==> config.mk <==
export PLATFORM = sky130hd
export DESIGN_NAME = image_to_ascii_level_mapper
export DESIGN_NICKNAME = d
export VERILOG_FILES = /design/src/ialm_pkg.sv /design/src/image_to_ascii_level_mapper.sv
export SDC_FILE = /design/constraint.sdc
export NUM_CORES = 2
export LEC_CHECK = 0
export BUFFER_PORTS_ARGS = -buffer_cell sky130_fd_sc_hd__buf_2
export CORE_AREA = 3 3 394 396
export CTS_BUF_LIST = sky130_fd_sc_hd__clkbuf_4 sky130_fd_sc_hd__clkbuf_8
export CTS_CLUSTER_DIAMETER = 120
export CTS_CLUSTER_SIZE = 16
export DETAILED_ROUTE_END_ITERATION = 7
export DIE_AREA = 0 0 397 399
export GPL_ROUTABILITY_DRIVEN = 0
export MAX_ROUTING_LAYER = met4
export PLACE_DENSITY = 0.79
export SETUP_SLACK_MARGIN = 0.4
export SYNTH_ARGS = -nofsm -noshare
export SYNTH_HDL_FRONTEND = slang
export SYNTH_SLANG_ARGS = --single-unit
==> constraint.sdc <==
create_clock -name clk_i -period 8.1 [get_ports clk_i]
set_input_delay 1.215 -clock clk_i [delete_from_list [all_inputs] [get_ports clk_i]]
set_output_delay 1.215 -clock clk_i [all_outputs]
set_load 0.01 [all_outputs]
==> src/ialm_pkg.sv <==
// ----------------------------------------------------------------------------
// ialm_pkg - shared types and constants of the ASCII level mapper
// Holds the cell count, derived widths, register indexes and FSM encoding.
// ----------------------------------------------------------------------------
package ialm_pkg;

  // Number of cell accumulators held in the block
  localparam int unsigned CELLS   = 64;
  localparam int unsigned CELL_AW = (CELLS > 1) ? $clog2(CELLS) : 1;
  // Largest usable cells_per_row value
  localparam int unsigned CPR_MAX = (CELLS < 64) ? CELLS : 64;

  localparam int unsigned SUM_W   = 26;
  localparam logic [SUM_W-1:0] SUM_MAX = '1;

  // Register indexes on the configuration port
  localparam logic [2:0] REG_SOURCE_WIDTH    = 3'd0;
  localparam logic [2:0] REG_IMAGE_HEIGHT    = 3'd1;
  localparam logic [2:0] REG_COMPONENT_COUNT = 3'd2;
  localparam logic [2:0] REG_PIXELS_PER_CELL = 3'd3;
  localparam logic [2:0] REG_LINES_PER_BAND  = 3'd4;
  localparam logic [2:0] REG_CELLS_PER_ROW   = 3'd5;
  localparam logic [2:0] REG_PALETTE_LAST    = 3'd6;

  // Sequencer states, one-hot
  typedef enum logic [10:0] {
    ST_IDLE  = 11'b000_0000_0001,
    ST_DIVC  = 11'b000_0000_0010,
    ST_READ  = 11'b000_0000_0100,
    ST_ACCUM = 11'b000_0000_1000,
    ST_MUL1  = 11'b000_0001_0000,
    ST_MUL2  = 11'b000_0010_0000,
    ST_DIFF  = 11'b000_0100_0000,
    ST_MUL3  = 11'b000_1000_0000,
    ST_DIVL  = 11'b001_0000_0000,
    ST_WOUT  = 11'b010_0000_0000,
    ST_ADV   = 11'b100_0000_0000
  } state_e;

endpackage

==> src/image_to_ascii_level_mapper.sv <==
// ----------------------------------------------------------------------------
// image_to_ascii_level_mapper - box-filter downscaler to palette levels
// Sums raster-order pixels into per-cell accumulators and emits one palette
// level per finished cell, using one shared multiplier and one shared
// restoring-division subtractor under a small sequencer.
// ----------------------------------------------------------------------------
//
//  channel  | valid / ready            | payload
//  ---------+--------------------------+--------------------------------------
//  pixel in | in_valid_i / in_ready_o  | sample_a_i, sample_b_i, sample_c_i
//  level out| out_valid_o / out_ready_i| level_o, cell_index_o, band_index_o,
//           |                          | row_end_o
//  config   | cfg_valid_i / cfg_ready_o| cfg_index_i, cfg_data_i
//
//  A pixel steps through accept, read, accumulate and advance, since the
//  accumulator read is registered; a pixel beyond the last cell skips the add.
//  Closing a cell adds three multiplier passes, one difference step, ten
//  division steps and one output load. The first pixel after a config
//  transfer first rebuilds the cell column by division. A waiting level
//  stalls only the next output load. Reset clears counters and empties cells.
//
module image_to_ascii_level_mapper (
  input  logic        clk_i,
  input  logic        rst_ni,
  // pixel input
  input  logic        in_valid_i,
  output logic        in_ready_o,
  input  logic [7:0]  sample_a_i,
  input  logic [7:0]  sample_b_i,
  input  logic [7:0]  sample_c_i,
  // level output
  output logic        out_valid_o,
  input  logic        out_ready_i,
  output logic [9:0]  level_o,
  output logic [5:0]  cell_index_o,
  output logic [11:0] band_index_o,
  output logic        row_end_o,
  // configuration writes
  input  logic        cfg_valid_i,
  output logic        cfg_ready_o,
  input  logic [2:0]  cfg_index_i,
  input  logic [12:0] cfg_data_i
);

  localparam int unsigned AW = ialm_pkg::CELL_AW;
  localparam int unsigned SW = ialm_pkg::SUM_W;

  // --------------------------------------------------------------------------
  // Configuration registers (raw values, clamped below)
  // --------------------------------------------------------------------------
  logic [12:0] src_w_q, img_h_q;
  logic [1:0]  comps_q;
  logic [8:0]  ppc_q, lpb_q;
  logic [6:0]  cpr_q;
  logic [9:0]  pal_q;
  logic        cfg_wr;

  assign cfg_ready_o = 1'b1;
  assign cfg_wr      = cfg_valid_i & cfg_ready_o;

  always_ff @(posedge clk_i or negedge rst_ni) begin
    if (!rst_ni) begin
      src_w_q <= 13'd640;
      img_h_q <= 13'd480;
      comps_q <= 2'd1;
      ppc_q   <= 9'd8;
      lpb_q   <= 9'd19;
      cpr_q   <= 7'd64;
      pal_q   <= 10'd22;
    end else if (cfg_wr) begin
      unique case (cfg_index_i)
        ialm_pkg::REG_SOURCE_WIDTH:    src_w_q <= cfg_data_i;
        ialm_pkg::REG_IMAGE_HEIGHT:    img_h_q <= cfg_data_i;
        ialm_pkg::REG_COMPONENT_COUNT: comps_q <= cfg_data_i[1:0];
        ialm_pkg::REG_PIXELS_PER_CELL: ppc_q   <= cfg_data_i[8:0];
        ialm_pkg::REG_LINES_PER_BAND:  lpb_q   <= cfg_data_i[8:0];
        ialm_pkg::REG_CELLS_PER_ROW:   cpr_q   <= cfg_data_i[6:0];
        ialm_pkg::REG_PALETTE_LAST:    pal_q   <= cfg_data_i[9:0];
        default: ;
      endcase
    end
  end

  // Clamped views: zero counts as one, values above the bound as the bound
  logic [12:0] src_w_m1, img_h_m1;
  logic [11:0] w_last, h_last;
  logic [8:0]  lpb_m1, ppc_c, ppc_m1w;
  logic [7:0]  lpb_last, ppc_last;
  logic [1:0]  comps_c;
  logic [6:0]  cpr_lim, cpr_m1;
  logic [9:0]  comps_255;

  always_comb begin
    src_w_m1 = src_w_q - 13'd1;
    img_h_m1 = img_h_q - 13'd1;
    lpb_m1   = lpb_q - 9'd1;
    w_last   = (src_w_q == '0) ? '0 : (src_w_q > 13'd4096) ? '1 : src_w_m1[11:0];
    h_last   = (img_h_q == '0) ? '0 : (img_h_q > 13'd4096) ? '1 : img_h_m1[11:0];
    lpb_last = (lpb_q == '0) ? '0 : (lpb_q > 9'd256) ? '1 : lpb_m1[7:0];
    ppc_c    = (ppc_q == '0) ? 9'd1 : (ppc_q > 9'd256) ? 9'd256 : ppc_q;
    ppc_m1w  = ppc_c - 9'd1;
    ppc_last = ppc_m1w[7:0];
    comps_c  = (comps_q == '0) ? 2'd1 : comps_q;
    cpr_lim  = (cpr_q == '0) ? 7'd1 :
               (cpr_q > 7'(ialm_pkg::CPR_MAX)) ? 7'(ialm_pkg::CPR_MAX) : cpr_q;
    cpr_m1   = cpr_lim - 7'd1;
    // components * 255
    comps_255 = {comps_c, 8'd0} - {8'd0, comps_c};
  end

  // --------------------------------------------------------------------------
  // Sequencer and datapath registers
  // --------------------------------------------------------------------------
  ialm_pkg::state_e state_q, state_d;

  logic [11:0] col_q, col_d, row_q, row_d, band_q, band_d, cell_q, cell_d;
  logic [7:0]  rib_q, rib_d, phase_q, phase_d;
  logic        stale_q, stale_d;
  logic        row_last_q, row_last_d, band_last_q, band_last_d;
  logic        img_last_q, img_last_d;
  logic [9:0]  pix_q, pix_d;

  // shared division unit
  logic [3:0]    cnt_q, cnt_d;
  logic [SW-1:0] rem_q, rem_d, dvs_q, dvs_d;
  logic [35:0]   num_q, num_d;
  logic [11:0]   quo_q, quo_d;
  logic [27:0]   step_sub;
  logic          step_ge;
  logic [SW-1:0] rem_nx;
  logic [11:0]   quo_nx;

  // shared multiplier
  logic [SW-1:0] mul_a;
  logic [9:0]    mul_b;
  logic [35:0]   mul_p;
  logic [17:0]   prod_q, prod_d;
  logic [SW-1:0] diff_q, diff_d, sum_q, sum_d;

  // accumulator memory
  logic [SW-1:0]              sums_mem [ialm_pkg::CELLS];
  logic [SW-1:0]              rd_q;
  logic [ialm_pkg::CELLS-1:0] sum_vld_q, sum_vld_d;
  logic [AW-1:0]              addr;
  logic                       mem_rd, mem_wr;
  logic [SW-1:0]              mem_wdata, cur_sum, acc_sat;
  logic [SW:0]                acc_sum;

  // output register
  logic        out_valid_q, out_valid_d;
  logic [9:0]  level_q, level_d;
  logic [5:0]  cidx_q, cidx_d;
  logic [11:0] bidx_q, bidx_d;
  logic        rend_q, rend_d;
  logic        out_load;

  logic        in_xfer, in_range, emit;
  logic [8:0]  phase_p1, rib_p1;

  assign in_ready_o = (state_q == ialm_pkg::ST_IDLE);
  assign in_xfer    = in_valid_i & in_ready_o;
  assign addr       = cell_q[AW-1:0];
  assign in_range   = cell_q < {5'd0, cpr_lim};
  assign emit       = ((phase_q == ppc_last) || row_last_q) && (band_last_q || img_last_q);
  assign phase_p1   = {1'b0, phase_q} + 9'd1;
  assign rib_p1     = {1'b0, rib_q} + 9'd1;

  // One restoring-division step: shift in the next dividend bit, try subtract
  always_comb begin
    step_sub = {1'b0, rem_q, num_q[35]} - {2'd0, dvs_q};
    step_ge  = ~step_sub[27];
    rem_nx   = step_ge ? step_sub[SW-1:0] : {rem_q[SW-2:0], num_q[35]};
    quo_nx   = {quo_q[10:0], step_ge};
  end

  // Multiplier operand select
  always_comb begin
    mul_a = '0;
    mul_b = '0;
    unique case (state_q)
      ialm_pkg::ST_MUL1: begin  // pixels times lines
        mul_a = {17'd0, phase_p1};
        mul_b = {1'b0, rib_p1};
      end
      ialm_pkg::ST_MUL2: begin  // times components * 255
        mul_a = {8'd0, prod_q};
        mul_b = comps_255;
      end
      ialm_pkg::ST_MUL3: begin  // palette_last times difference
        mul_a = diff_q;
        mul_b = pal_q;
      end
      default: ;
    endcase
    mul_p = 36'(mul_a) * 36'(mul_b);
  end

  // Saturating accumulate; a cell never written reads as zero
  always_comb begin
    cur_sum = sum_vld_q[addr] ? rd_q : '0;
    acc_sum = {1'b0, cur_sum} + {17'd0, pix_q};
    acc_sat = acc_sum[SW] ? ialm_pkg::SUM_MAX : acc_sum[SW-1:0];
  end

  always_comb begin
    state_d     = state_q;
    col_d       = col_q;
    row_d       = row_q;
    band_d      = band_q;
    cell_d      = cell_q;
    rib_d       = rib_q;
    phase_d     = phase_q;
    stale_d     = stale_q | cfg_wr;
    row_last_d  = row_last_q;
    band_last_d = band_last_q;
    img_last_d  = img_last_q;
    pix_d       = pix_q;
    cnt_d       = cnt_q;
    rem_d       = rem_q;
    dvs_d       = dvs_q;
    num_d       = num_q;
    quo_d       = quo_q;
    prod_d      = prod_q;
    diff_d      = diff_q;
    sum_d       = sum_q;
    sum_vld_d   = sum_vld_q;
    mem_rd      = 1'b0;
    mem_wr      = 1'b0;
    mem_wdata   = acc_sat;
    out_load    = 1'b0;
    level_d     = level_q;
    cidx_d      = cidx_q;
    bidx_d      = bidx_q;
    rend_d      = rend_q;

    unique case (state_q)
      ialm_pkg::ST_IDLE: begin
        if (in_xfer) begin
          // capture the pixel sum and the row, band and image end flags
          pix_d = {2'd0, sample_a_i}
                + ((comps_c >= 2'd2) ? {2'd0, sample_b_i} : 10'd0)
                + ((comps_c == 2'd3) ? {2'd0, sample_c_i} : 10'd0);
          row_last_d  = col_q >= w_last;
          img_last_d  = row_q >= h_last;
          band_last_d = rib_q >= lpb_last;
          if (stale_q) begin
            // rebuild cell and phase from the column position
            rem_d   = '0;
            num_d   = {col_q, 24'd0};
            dvs_d   = {17'd0, ppc_c};
            cnt_d   = 4'd12;
            state_d = ialm_pkg::ST_DIVC;
          end else begin
            state_d = ialm_pkg::ST_READ;
          end
        end
      end
      ialm_pkg::ST_DIVC: begin
        rem_d = rem_nx;
        quo_d = quo_nx;
        num_d = {num_q[34:0], 1'b0};
        cnt_d = cnt_q - 4'd1;
        if (cnt_q == 4'd1) begin
          cell_d  = quo_nx;
          phase_d = rem_nx[7:0];
          stale_d = cfg_wr;
          state_d = ialm_pkg::ST_READ;
        end
      end
      ialm_pkg::ST_READ: begin
        if (in_range) begin
          mem_rd  = 1'b1;
          state_d = ialm_pkg::ST_ACCUM;
        end else begin
          // beyond the last cell: drop the pixel
          state_d = ialm_pkg::ST_ADV;
        end
      end
      ialm_pkg::ST_ACCUM: begin
        mem_wr          = 1'b1;
        mem_wdata       = emit ? '0 : acc_sat;
        sum_vld_d[addr] = 1'b1;
        sum_d           = acc_sat;
        state_d         = emit ? ialm_pkg::ST_MUL1 : ialm_pkg::ST_ADV;
      end
      ialm_pkg::ST_MUL1: begin
        prod_d  = mul_p[17:0];
        state_d = ialm_pkg::ST_MUL2;
      end
      ialm_pkg::ST_MUL2: begin
        dvs_d   = mul_p[SW-1:0];
        state_d = ialm_pkg::ST_DIFF;
      end
      ialm_pkg::ST_DIFF: begin
        // saturate the difference at zero
        diff_d  = (sum_q > dvs_q) ? '0 : dvs_q - sum_q;
        state_d = ialm_pkg::ST_MUL3;
      end
      ialm_pkg::ST_MUL3: begin
        // quotient fits ten bits, so start with the top of the dividend
        rem_d   = mul_p[35:10];
        num_d   = {mul_p[9:0], 26'd0};
        cnt_d   = 4'd10;
        state_d = ialm_pkg::ST_DIVL;
      end
      ialm_pkg::ST_DIVL: begin
        rem_d = rem_nx;
        quo_d = quo_nx;
        num_d = {num_q[34:0], 1'b0};
        cnt_d = cnt_q - 4'd1;
        if (cnt_q == 4'd1) begin
          state_d = ialm_pkg::ST_WOUT;
        end
      end
      ialm_pkg::ST_WOUT: begin
        // hold until the previous level has been taken
        if (!out_valid_q || out_ready_i) begin
          out_load = 1'b1;
          level_d  = quo_q[9:0];
          cidx_d   = cell_q[5:0];
          bidx_d   = band_q;
          rend_d   = (cell_q == {5'd0, cpr_m1}) || row_last_q;
          state_d  = ialm_pkg::ST_ADV;
        end
      end
      ialm_pkg::ST_ADV: begin
        // advance the raster position
        if (row_last_q) begin
          col_d   = '0;
          cell_d  = '0;
          phase_d = '0;
          if (img_last_q) begin
            row_d  = '0;
            rib_d  = '0;
            band_d = '0;
          end else begin
            row_d = row_q + 12'd1;
            if (band_last_q) begin
              rib_d  = '0;
              band_d = band_q + 12'd1;
            end else begin
              rib_d = rib_q + 8'd1;
            end
          end
        end else begin
          col_d = col_q + 12'd1;
          if (phase_q == ppc_last) begin
            phase_d = '0;
            cell_d  = cell_q + 12'd1;
          end else begin
            phase_d = phase_q + 8'd1;
          end
        end
        state_d = ialm_pkg::ST_IDLE;
      end
      default: state_d = ialm_pkg::ST_IDLE;
    endcase

    out_valid_d = out_load | (out_valid_q & ~out_ready_i);
  end

  // Control state
  always_ff @(posedge clk_i or negedge rst_ni) begin
    if (!rst_ni) begin
      state_q     <= ialm_pkg::ST_IDLE;
      col_q       <= '0;
      row_q       <= '0;
      band_q      <= '0;
      cell_q      <= '0;
      rib_q       <= '0;
      phase_q     <= '0;
      stale_q     <= 1'b0;
      row_last_q  <= 1'b0;
      band_last_q <= 1'b0;
      img_last_q  <= 1'b0;
      cnt_q       <= '0;
      sum_vld_q   <= '0;
      out_valid_q <= 1'b0;
    end else begin
      state_q     <= state_d;
      col_q       <= col_d;
      row_q       <= row_d;
      band_q      <= band_d;
      cell_q      <= cell_d;
      rib_q       <= rib_d;
      phase_q     <= phase_d;
      stale_q     <= stale_d;
      row_last_q  <= row_last_d;
      band_last_q <= band_last_d;
      img_last_q  <= img_last_d;
      cnt_q       <= cnt_d;
      sum_vld_q   <= sum_vld_d;
      out_valid_q <= out_valid_d;
    end
  end

  // Payload registers
  always_ff @(posedge clk_i) begin
    pix_q   <= pix_d;
    rem_q   <= rem_d;
    dvs_q   <= dvs_d;
    num_q   <= num_d;
    quo_q   <= quo_d;
    prod_q  <= prod_d;
    diff_q  <= diff_d;
    sum_q   <= sum_d;
    level_q <= level_d;
    cidx_q  <= cidx_d;
    bidx_q  <= bidx_d;
    rend_q  <= rend_d;
  end

  // Accumulator memory: one write port, one registered read port
  always_ff @(posedge clk_i) begin
    if (mem_wr) begin
      sums_mem[addr] <= mem_wdata;
    end
    if (mem_rd) begin
      rd_q <= sums_mem[addr];
    end
  end

  assign out_valid_o  = out_valid_q;
  assign level_o      = level_q;
  assign cell_index_o = cidx_q;
  assign band_index_o = bidx_q;
  assign row_end_o    = rend_q;

  // --------------------------------------------------------------------------
  // Assertions
  // --------------------------------------------------------------------------
  a_accept_next: assert property (@(posedge clk_i) disable iff (!rst_ni)
    in_xfer |=> (state_q == ialm_pkg::ST_DIVC || state_q == ialm_pkg::ST_READ))
    else $error("accepted pixel did not enter division or read");

  a_div_count: assert property (@(posedge clk_i) disable iff (!rst_ni)
    (state_q == ialm_pkg::ST_DIVC || state_q == ialm_pkg::ST_DIVL) |-> cnt_q != 4'd0)
    else $error("division running with zero step count");

  a_rem_bound: assert property (@(posedge clk_i) disable iff (!rst_ni)
    (state_q == ialm_pkg::ST_DIVL) |-> rem_q < dvs_q)
    else $error("level division remainder not below divisor");

  a_load_src: assert property (@(posedge clk_i) disable iff (!rst_ni)
    $rose(out_valid_q) |-> $past(state_q == ialm_pkg::ST_WOUT))
    else $error("level presented outside the output load state");

endmodule

# [After elaboration in Yosys (flattened, before gate mapping)]
# Memory sizes are Yosys's and may differ from the RTL's. A register that Yosys moved wholly into a read port is not among the register bits.
# Cells that the tools add are included.
[totals] regBits=419 latchBits=0 ramBits=1664 mem_bits_ro=0 inputBits=45 output_inout_bits=32 word_cells=204 mem_count=1
[memory_table] memory="sums_mem" words=64 width=26 read_ports=1 rd_clocked_by_memory_dff=1 wr=1 line_no="image_to_ascii_level_mapper.sv:141" rtl="logic [SW-1:0] sums_mem [ialm_pkg::CELLS];"
[classes] n_addsub=20 mul=1 div_mod_pow=0 n_lt_le_gt_ge=13 n_eq_ne=27 n_shift=0 muxes=67 n_bitwise=7 n_reduce_logical=35
[op_table] operator="26-bit 2-to-1 mux" n=9
[op_table] operator="26-bit one-hot mux with 3 select lines" n=2
[op_table] operator="12-bit 2-to-1 mux" n=11
[op_table] operator="11-bit one-hot mux with 10 select lines" n=1
[op_table] operator="36-bit one-hot mux with 3 select lines" n=1
[op_table] operator="36-bit 2-to-1 mux" n=2
[op_table] operator="8-bit 2-to-1 mux" n=9
[op_table] operator="11-bit 2-to-1 mux" n=6
[op_table] operator="64-bit OR" n=1
[op_table] operator="26-bit one-hot mux with 2 select lines" n=1
[op_table] operator="12-bit by 1-bit adder with 12-bit output, second input constant" n=4
[op_table] operator="26-bit by 10-bit multiplier with 36-bit output" n=1
[op_table] operator="10-bit one-hot mux with 3 select lines" n=1
[op_table] operator="27-bit by 26-bit subtractor with 28-bit output" n=1
[op_table] operator="26-bit by 10-bit adder with 27-bit output" n=1
[op_table] operator="13-bit > comparator, second input constant" n=2
[op_table] operator="26-bit > comparator" n=1
[op_table] operator="13-bit zero test" n=2
[op_table] operator="26-bit subtractor" n=1
[op_table] operator="12-bit >= comparator" n=2
[op_table] operator="12-bit one-hot mux with 2 select lines" n=1
[op_table] operator="12-bit by 1-bit subtractor with 12-bit output, second input constant" n=2
[op_table] operator="2-bit AND reduction" n=11
[op_table] operator="8-bit by 1-bit adder with 9-bit output, second input constant" n=2
[op_table] operator="other kinds (60)" n=95

# [Longest topological paths before layout]
[depth] ltp_word=9 depth_mapped=31 depth_no_buf=28

# [Least setup slack after synthesis]
# OpenSTA, ideal clock, no wires.
[synth_path] path_type="flip-flop to flip-flop" startpoint="reg cell_q[0]" endpoint="mem sums_mem[0][21] (netlist name) (data pin)" setup_ns=0.722 arrival_time_ns=6.750 required_ns=7.378 slack_ns=0.628 path_stages_with_launch=19 n_path_buf=5 period_less_slack_ns=7.472 path_cell_list="dfrtp_1 -> buf_6 -> mux4_2 -> mux2i_1 -> o22a_1 -> o221ai_2 -> a2111oi_4 -> clkbuf_1 -> buf_2 -> nor2b_1 -> ha_1 -> nor2b_1 -> o2111ai_1 -> a31oi_1 -> a31oi_1 -> or3_1 -> buf_4 -> buf_6 -> a211oi_1"
[synth_between] elab_chain_cells=7
[synth_lines] element="start, declared" line_no="image_to_ascii_level_mapper.sv:116" rtl="logic [11:0] col_q, col_d, row_q, row_d, band_q, band_d, cell_q, cell_d;"
[synth_lines] element="start signal, assigned" line_no="image_to_ascii_level_mapper.sv:384" rtl="cell_q <= cell_d;"
[synth_lines] element="1-bit binary-select mux with 6-bit select (*)" line_no="image_to_ascii_level_mapper.sv:200" rtl="cur_sum = sum_vld_q[addr] ? rd_q : '0;"
[synth_lines] element="1-bit 2-to-1 mux (not written as such) (*)" line_no="image_to_ascii_level_mapper.sv:200"
[synth_lines] element="26-bit 2-to-1 mux (*)" line_no="image_to_ascii_level_mapper.sv:200"
[synth_lines] element="26-bit by 10-bit adder with 27-bit output (*)" line_no="image_to_ascii_level_mapper.sv:201" rtl="acc_sum = {1'b0, cur_sum} + {17'd0, pix_q};"
[synth_lines] element="26-bit 2-to-1 mux (*)" line_no="image_to_ascii_level_mapper.sv:202" rtl="acc_sat = acc_sum[SW] ? ialm_pkg::SUM_MAX : acc_sum[SW-1:0];"
[synth_lines] element="26-bit 2-to-1 mux" line_no="image_to_ascii_level_mapper.sv:281" rtl="mem_wdata = emit ? '0 : acc_sat;"
[synth_lines] element="26-bit 2-to-1 mux (*)" line_no="image_to_ascii_level_mapper.sv:236" rtl="unique case (state_q)"
[synth_lines] element="via mem_wdata[21]" line_no="image_to_ascii_level_mapper.sv:146" rtl="logic [SW-1:0] mem_wdata, cur_sum, acc_sat;"
[synth_lines] element="end, declared" line_no="image_to_ascii_level_mapper.sv:141"
# The timed path passes the listed nets; every way through them passes the cells marked *. The select of a mux whose other input is x is not followed.

# [Final worst setup path]
[layout_path] startpoint="reg cell_q[0]" endpoint="mem sums_mem[41][15] (netlist name) (data pin)"
[layout_between] elab_chain_cells=7
[layout_lines] element="1-bit binary-select mux with 6-bit select (*)" line_no="image_to_ascii_level_mapper.sv:200"
[layout_lines] element="1-bit 2-to-1 mux (not written as such) (*)" line_no="image_to_ascii_level_mapper.sv:200"
[layout_lines] element="26-bit 2-to-1 mux (*)" line_no="image_to_ascii_level_mapper.sv:200"
[layout_lines] element="26-bit by 10-bit adder with 27-bit output (*)" line_no="image_to_ascii_level_mapper.sv:201"
[layout_lines] element="26-bit 2-to-1 mux (*)" line_no="image_to_ascii_level_mapper.sv:202"
[layout_lines] element="via acc_sat[15]" line_no="image_to_ascii_level_mapper.sv:146"
[layout_lines] element="26-bit 2-to-1 mux" line_no="image_to_ascii_level_mapper.sv:281"
[layout_lines] element="26-bit 2-to-1 mux (*)" line_no="image_to_ascii_level_mapper.sv:236"
[layout_lines] element="via mem_wdata[15]" line_no="image_to_ascii_level_mapper.sv:146"
# Marks and branches as above.

==> metrics.md <==
| Metric | Value |
|---|---|
| # placed instances | 8248 |
| H-Tree Depth | 4 |
| Switching Fraction | 33.0% |
| CTS Buf Count | 149 |
| Compound-Gate Fraction of Synth Area | 13.2% |
| Worst endpoint required time | 8840 ps |
| Routed Antenna Nets | 0 |
| GRT Util Overall | 32.3% |
| Synth area leader | edfxtp_1 |
| Fmax | 130 MHz |
| Synth top area cells | edfxtp_1 (62%), dfrtp_1 (5.4%), fa_1 (4.4%) |
| Total grt overflow | 0 |
| Initial antenna violation count | 5 |
| Final HPWL DP | 151000 um |
| Post-synth top area share | 61.8% |
| Clock Sink Count | 2085 |
| Setup tns final | 0 ps |
| Maximum vdd drop | 0.303 mV |
| Area Growth Syn to Fin | 7.45% |
| Worst-Skew Late Latency | 930 ps |
| Post-synthesis mux area share | 1.14% |
| Hold Vio Cnt, Final | 0 |
| Initial Utilization | 60.0% |
| Cell Pwr Density | 269 nW/um^2 |
| Power Internal | 17600 uW |
| Leakage Power | 0.0343 uW |
| Syn_area_per_cell | 14.5 um^2 |
| Non-Filler Instances | 8492 |
| CP startpoint kind | flop |
| # DRC | 0 |
| WP data arrival | 8420 ps |
| Clock Pin Slew Worst Setup and Hold Paths | 110 ps |
| Setup crit end kind | flop |
| Max transition margin | 5.18% |
| XOR/XNOR Fraction of Synth Area | 1.53% |
| Comb power frac | 26.9% |
| Crit path max fanout | 41 |
| FF-to-FF path depth | 16 |
| TritonRoute pass-1 iters | 8 |
| Die X | 397 um |
| Delay-heaviest family, CP | compound AO/OA/AOI/OAI gates |
| Outcome | complete, no violations |
| # port buffers | 75 |
| Share of layout cells above drive strength 1 | 12.4% |
| Post-Syn Instances | 6297 |
| Asr flop ratio synth | 10.1% |
| Largest family of logic cells by synthesized area | compound AO/OA/AOI/OAI gates |
| Switching pwr | 8670 uW |
| Bufs and invs on worst path | 2 |
| CP cell instances | inv_1 > nor2_1 > a22o_1 > a22oi_1 > o22ai_2 > a2111oi_4 > nor2b_1 > ha_1 > nor2b_1 > o2111ai_1 > a31oi_1 > a31oi_1 > or3_2 > o21ai_0 > nor2b_4 > buf_4 |
| CP Launch Point | cell_q[0]$_DFFE_PN0P_ |
| Worst reg2reg startpoint | cell_q[0]$_DFFE_PN0P_ |
| Worst setup path category | reg2reg |
| NumNets Final | 6816 |
| Sequential share of power | 52.7% |
| Synth Flop Type | edfxtp_1 |
| Synth Area in Adders | 7.09% |
| CP peak stage delay | 1000 ps |
| R2r setup slk | 420 ps |
| Final Cycle Share | 94.8% |
| Core box area | 152000 um^2 |
| CTS tree | built |
| Vias in the first global route | 56.6k |
| Crit path to | sums_mem[41][15]$_DFFE_PP_ |
| CTS root buf | clkbuf_8 |
| Setup-failing EPs final | 0 |
| Reg-to-reg critical path endpoint | sums_mem[41][15]$_DFFE_PP_ |
| Die area | 158000 um^2 |
| Syn. warnings | 0 |
| Fillers | 10.3k |
| Initial DRC count | 8296 |
| Hold Path Class | in2async |
| Routed WL per cell | 29.5 um |
| CP max-delay cell | nor2b_4 |
| Mapped Area | 91100 um^2 |
| Clk buf depth | 3 |
| Netlist cell types | 93 |
| Largest net degree at the start of global routing | 138 |
| Slew @ Worst Pin | 1410 ps |
| Sequential fraction of the synthesis area | 67.6% |
| Max-cap violation count | 0 |
| RSZ-0062 raised after global routing | true |
| Row count | 143 |
| EDFF count, synth | 1874 |
| Via count | 58.5k |
| Tmin final | 7680 ps |
| Ports | 77 |
| Vias/cell | 6.88 |
| Net Count, Synth | 6736 |
| Synth Area in Simple Gates | 6.72% |
| Synthesized flop and latch total | 2085 |
| Max-slew violations | 0 |
| Total wire length | 250000 um |
| Clock power share | 20.4% |
| Worst Skew | 54.6 ps |
| First-pass GRT wire length | 366000 um |
| Levels on crit path | 16 |
| Die Y | 399 um |
[layout make-up]
cell class | instances | area, um^2 | area share, %
sequential | 2085 | 61600 | 62.9
multi-input combinational | 3582 | 27800 | 28.4
tap | 2030 | 2540 | 2.59
clock buffer | 213 | 2530 | 2.59
timing repair buffer | 256 | 2090 | 2.13
inverter | 303 | 1140 | 1.17
clock inverter | 18 | 233 | 0.238
antenna | 5 | 12.5 | 0.0128
[state kept, by name, indices dropped and copies added, names as in the netlist, 9 cells and up]
name          count
sums_mem       1664
sum_vld_q        64
diff_q           26
dvs_q            26
rd_q             26
rem_q            26
sum_q            26
prod_q           18
img_h_q          13
src_w_q          13
band_index_o     12
band_q           12
cell_q           12
col_q            12
num_q            12
row_q            12
quo_q            11
state_q          11
level_o          10
pal_q            10
pix_q            10
lpb_q             9
ppc_q             9
[kinds of logic (layout without fill, tap and decap cells)]
| kind of cell | after synthesis | after routing |
|---|---|---|
| DFF | 2085 | 2085 |
| buffers and inverters | 631 | 790 |
| AOI/OAI and AO/OA | 1674 | 1674 |
| muxes | 90 | 90 |
| adders and majority gates | 395 | 395 |
| and+or+nand+nor | 1262 | 1263 |
| xor gates and xnor gates | 159 | 159 |
| other | 1 | 6 |
[per-layer routing]
metal / vias to the layer above / part of all wire, % / global-route usage [%]
li1: 24400 / - / -
met1: 29000 / 35 / 40.8
met2: 4323 / 47 / 49.8
met3: 756 / 12 / 6.56
met4: 0 / 6.3 / 17.2
met5: - / 0 / -
[stage by stage]
step | area, um^2 | setup WS, ps | hold slack, ps | utilization, % | power (uW)
after detailed placement | 95000 | 158 | 447 | 62.5 | 20900
after floorplan | 91100 | 628 | 430 | - | 18000
after global placement | 95000 | 293 | 442 | 62.5 | 20700
after global routing | 97900 | 311 | 293 | 64.4 | 27100
final | 97900 | 420 | 269 | 64.4 | 26300
after CTS | 97800 | 419 | 237 | 64.4 | 26100
[cell usage in the layout, fill, tap and decap left out, types with 153 or more instances in the layout]
cell type  instances
ha_1             192
fa_1             202
dfrtp_1          192
edfxtp_1        1874
a22oi_1          515
a221oi_1         178
a21oi_1          191
nand2_1          317
inv_1            299
a31oi_1          185
a22o_1           185
nor2_1           318
buf_4            153
[synth_stat cells, types with 23 or more instances]
cell      count
edfxtp_1   1874
a22oi_1     515
nor2_1      387
nand2_1     318
inv_1       299
clkbuf_1    231
a21oi_1     204
fa_1        202
dfrtp_1     195
ha_1        192
a22o_1      185
a31oi_1     185
a221oi_1    178
o21ai_0     153
nand3_1      86
xnor2_1      81
xor2_1       78
or2_2        74
mux2_2       61
nor3_1       60
nand4_1      55
a21o_1       46
nor4_1       45
nor2b_1      44
buf_2        43
nand2b_1     43
buf_1        41
and3_1       40
o21a_1       33
o22ai_1      33
and2_1       24
mux2i_1      24
a211oi_1     23
[worst min path at each step]
stage / end / slack [ps]
after global routing: col_q[8]$_DFFE_PN0P_ / 290
after global placement: sum_vld_q[44]$_DFFE_PN0P_ / 440
after CTS: lpb_q[8]$_DFFE_PN0P_ / 240
after detailed placement: sum_vld_q[29]$_DFFE_PN0P_ / 450
final: lpb_q[3]$_DFFE_PN0P_ / 270
after floorplan: sum_vld_q[44]$_DFFE_PN0P_ / 430
[repair_timing]
action | CTS | global route
pin swaps | 3 | 2
setup endpoints to repair | 17 | 49
cloned | 0 | 1
hold buffers | 0 | 0
resized for setup | 5 | 18
buffers inserted | 5 | 2
[power groups by stage]
| stage | combinational, uW | clock [uW] | sequential (uW) |
|---|---|---|---|
| floorplan | 3970 | 0 | 14000 |
| global placement | 6630 | 0 | 14100 |
| detailed placement | 6830 | 0 | 14100 |
| CTS | 6860 | 5390 | 13800 |
| global route | 7420 | 5790 | 13900 |
| finish | 7070 | 5370 | 13900 |
Power figures use the tool's default switching activity.
